--- config.mk ---
export PLATFORM = sky130hd
export DESIGN_NAME = rbsi_div
export DESIGN_NICKNAME = d
export VERILOG_FILES = /design/src/hdl/rbsi_pkg.sv /design/src/hdl/rbsi_div.sv
export SDC_FILE = /design/constraint.sdc
export NUM_CORES = 2
export LEC_CHECK = 0
export BUFFER_PORTS_ARGS = -buffer_cell sky130_fd_sc_hd__buf_2
export CORE_UTILIZATION = 69
export DETAILED_ROUTE_END_ITERATION = 10
export PLACE_DENSITY = 0.83
export SYNTH_ARGS = -nofsm -noshare
export SYNTH_HDL_FRONTEND = slang
export SYNTH_SLANG_ARGS = --single-unit
--- constraint.sdc ---
create_clock -name clk_i -period 10.1 [get_ports clk_i]
set_clock_uncertainty 0.15 [all_clocks]
set_input_delay 0.505 -clock clk_i [delete_from_list [all_inputs] [get_ports clk_i]]
set_output_delay 0.505 -clock clk_i [all_outputs]
set_load 0.05 [all_outputs]
--- src/hdl/rbsi_pkg.sv ---
package rbsi_pkg;

  localparam int unsigned CRD_W  = 32;
  localparam int unsigned DIF_W  = CRD_W + 1;
  localparam int unsigned SUM_W  = CRD_W + 2;
  localparam int unsigned EXT_W  = 31;
  localparam int unsigned TOL_W  = 16;
  localparam int unsigned FRAC_W = 17;
  localparam int unsigned NUM_W  = DIF_W;
  localparam int unsigned REM_W  = NUM_W + 1;
  localparam int unsigned QUO_W  = FRAC_W;
  localparam int unsigned PRD_W  = FRAC_W + 1 + DIF_W;
  localparam int unsigned NAXES  = 3;
  localparam int unsigned IN_W   = 6 * CRD_W;
  localparam int unsigned OUT_W  = 120;

  localparam logic [FRAC_W-1:0] ONE_Q16 = FRAC_W'(65536);
  localparam logic [PRD_W-1:0]  RND_Q16 = PRD_W'(65535);

  typedef enum logic [1:0] {
    CFG_HALF_X = 2'd0,
    CFG_HALF_Y = 2'd1,
    CFG_HALF_Z = 2'd2,
    CFG_TOL    = 2'd3
  } cfg_idx_e;

  typedef enum logic [1:0] {
    AXIS_X = 2'd0,
    AXIS_Y = 2'd1,
    AXIS_Z = 2'd2
  } axis_e;

endpackage

--- src/hdl/rbsi_div.sv ---
module rbsi_div (
  input  logic                       clk_i,
  input  logic                       en_i,
  input  logic [rbsi_pkg::NUM_W-1:0] num_i,
  input  logic [rbsi_pkg::NUM_W-1:0] den_i,
  output logic [rbsi_pkg::QUO_W-1:0] quo_o
);
  import rbsi_pkg::*;

  logic [REM_W-1:0] rem_q   [QUO_W];
  logic [REM_W-1:0] rem_d   [QUO_W];
  logic [NUM_W-1:0] den_q   [QUO_W];
  logic [QUO_W-1:0] quo_q   [QUO_W];
  logic [QUO_W-1:0] quo_d   [QUO_W];
  logic [REM_W-1:0] trial   [QUO_W];
  logic [REM_W-1:0] dsel    [QUO_W];

  always_comb begin
    trial[0] = REM_W'(num_i);
    dsel[0]  = REM_W'(den_i);
    for (int k = 1; k < QUO_W; k++) begin
      trial[k] = {rem_q[k-1][REM_W-2:0], 1'b0};
      dsel[k]  = REM_W'(den_q[k-1]);
    end
    for (int k = 0; k < QUO_W; k++) begin
      if (trial[k] >= dsel[k]) begin
        rem_d[k] = trial[k] - dsel[k];
      end else begin
        rem_d[k] = trial[k];
      end
    end
    quo_d[0] = QUO_W'(trial[0] >= dsel[0]);
    for (int k = 1; k < QUO_W; k++) begin
      quo_d[k] = {quo_q[k-1][QUO_W-2:0], trial[k] >= dsel[k]};
    end
  end

  always_ff @(posedge clk_i) begin
    if (en_i) begin
      den_q[0] <= den_i;
      for (int k = 1; k < QUO_W; k++) begin
        den_q[k] <= den_q[k-1];
      end
      for (int k = 0; k < QUO_W; k++) begin
        rem_q[k] <= rem_d[k];
        quo_q[k] <= quo_d[k];
      end
    end
  end

  assign quo_o = quo_q[QUO_W-1];

endmodule

==> metrics.cfg <==
[synthesis]
avgSynthCellArea_sq_um=10.8
yosys.area.top_type_share=0.502
synth_area_sq_um=72300
synth_most_common_cell=edfxtp_1
yosys_warnings=0
synthArstFlopShare=0
yosysUniqueCellTypes=89
synth_ff_type=edfxtp_1
yosys-top-cells-count=1209 x edfxtp_1, 726 x inv_1, 581 x a21oi_1, 560 x ha_1, 433 x nand2_1
yosysTopAreaCell=edfxtp_1
yosysSeqAreaShare=0.502
synth_edf_count=1209
netlist_instances=6668
synth_area_leaders=edfxtp_1 50%, ha_1 9.7%, a21oi_1 4.0%
synth.ff_latch_count=1209
syn_nets=7312

[die]
die-width_um=326
core_sq_um=104000
io_pins=85
fp-row-count=118
initial_utilization=0.697
die_area_sq_um=106000
dieHeight_um=326

[sta]
holdWs_ns=0.144
slew_headroom=0.164
slew_viol_final=0
hold_viol=0
period_share=0.476
worstMarginPinSlew_ns=1.24
fin_crit_ns=4.81
rsz0062_at_grt=no
fmax_mhz=208
tns_ns=0
setup_viol=0

[routing]
drtAntennaViolNets=0
routed_wirelength_um=175000
route.detailed.drc=0
via_per_inst=6.27
vias=52100
dr.pass1.iters=6
first_iter_violations=4180
wire_per_inst_um=21.1

[place]
place.gp.congestion=0.991
hpwl_um=128000
io_buffer_count=84

[grt]
antenna_found_initial=0
grt_pass1_wl_um=273000
grt_max_degree=198
first_global_vias=54200
grt_usage=0.327
grt_overflow=0

[cts]
clockRootBuffer=clkbuf_16
cts_resized=0
tritoncts=built
numCtsBuffers=131
clk_pin_slew_ns=0.06
worstSkewPairLatency_ns=0.77
cts.sinks=1209
cts_buffer_depth=3
h-tree-depth=4

[power]
p_per_area_nw_per_um2=328
peakVddDrop_mv=0.222
power_leakage_uw=0.0331
power.total_uw=25900

[worst_setup_path]
worst_setup_path_end_kind=register
crit_slowest_cell=inv_2
crit_arrival_ns=5.17
cp_max_fo=48
start_kind=register
r2r-start=den_q[0][0]
r2r-end=rem_q[0][43]
ff2ff_path_depth=11
worstSetupPathType=register to register
worstPathCellList=fa_1 > nor2b_1 > o2111ai_2 > a31oi_2 > a31o_2 > o211ai_1 > a31oi_1 > a2111oi_0 > o21a_2 > inv_2 > mux2_2
cp_slowest_stage_delay_ns=0.70
regToRegSetupSlack_ns=5.29
required_ns=10.46

[job]
drv_cap=0

[layout]
antenna_cells=0
drive_gt1_frac=0.0832
area_growth_pct=9.27
multi_input_area_sq_um=32600
fin_nets=7468
nFillCells=6442
regArea_sq_um=36300

[hold_path]
whs_endpoint=rem_q[0][539]
holdCritStartpoint=en_i
min_path_cells=1
hold_class=input pin to register

[status]
status=finished clean

[through the flow]
stage / setup slack, ns / instance area (sq um) / std cells / utilization
after floorplan: 6.49 / 72300 / 6668 / -
after global placement: 5.57 / 74100 / 8005 / 0.715
after detailed placement: 5.48 / 74100 / 8005 / 0.715
after CTS: 5.35 / 79000 / 8301 / 0.762
after global routing: 5.11 / 79000 / 8301 / 0.762
final: 5.29 / 79000 / 8301 / 0.762
[registers in the layout, summed over array words and instances (netlist names)]
name and count:
den_q 528, rem_q 528, quo_q 153
[per-layer routing]
| layer | routed length, um | part of all wire | GRT usage |
|---|---|---|---|
| met5 | 0 | 0 | 0 |
| met3 | 6500 | 0.037 | 0.0370 |
| met2 | 98100 | 0.56 | 0.659 |
| met4 | 14300 | 0.081 | 0.254 |
| met1 | 56200 | 0.32 | 0.286 |
[power breakdown]
group	leakage, uW	total, uW	internal, uW	switching, uW
logic	0.0192	12800	5340	7490
clock network	0.00206	4750	2730	2030
registers	0.0118	8310	7580	732
total	0.0331	25900	15600	10200
[what timing repair did]
action,4_1_cts,5_1_grt
hold buffers,66,0
hold endpoints to repair,66,0
buffers inserted,0,0
[worst max-delay path, delay by kind of cell, from the launching register on]
kind                       cells  cell delay, ns
and+or+nand+nor                1            0.32
AOI/OAI and AO/OA              7            1.88
buffers and inverters          1            0.70
adders and majority gates      1            0.53
muxes                          1            0.43
DFF                            1            0.48
[kinds of logic (layout without fill, tap and decap cells)]
kind of cell | Yosys count | count (layout) | share of synthesized area
adders and majority gates | 576 | 576 | 0.101
and+or+nand+nor | 1500 | 1500 | 0.0990
muxes | 217 | 217 | 0.0351
buffers and inverters | 886 | 1139 | 0.0474
xor gates and xnor gates | 415 | 415 | 0.0503
DFF | 1209 | 1209 | 0.502
AOI/OAI and AO/OA | 1865 | 1865 | 0.165
[cells in the final DEF, fill, tap and decap left out, drive strengths merged, types with 90 or more instances in the layout]
cell type,count
xnor2,247
a21o,293
ha,560
edfxtp,1209
a21oi,582
buf,113
clkbuf,158
o21ai,397
nor2,421
nand4,96
xor2,168
mux2,197
inv,740
nand2,433
o21a,90
nand3,91
[worst max-delay path by stage]
stage | start | endpoint | slack [ns] | cells after the start
5_1_grt | den_q[0][396] | rem_q[0][469] | 5.11 | 12
4_1_cts | den_q[0][0] | rem_q[0][43] | 5.35 | 11
6_report | den_q[0][0] | rem_q[0][43] | 5.29 | 11
3_5_place_dp | den_q[0][396] | rem_q[0][469] | 5.48 | 12
3_3_place_gp | num_i[0] | rem_q[0][32] | 5.57 | 15
2_1_floorplan | num_i[0] | rem_q[0][32] | 6.49 | 14
[layout make-up]
cell class                      count  share of cell area
Sequential cell                  1209               0.460
Multi-Input combinational cell   4573               0.413
Clock buffer                      158              0.0433
Inverter                          730              0.0347
Tap cell                         1380              0.0219
Timing Repair Buffer              179              0.0172
Clock inverter                     72              0.0101
(Power assumes the default switching activity.)
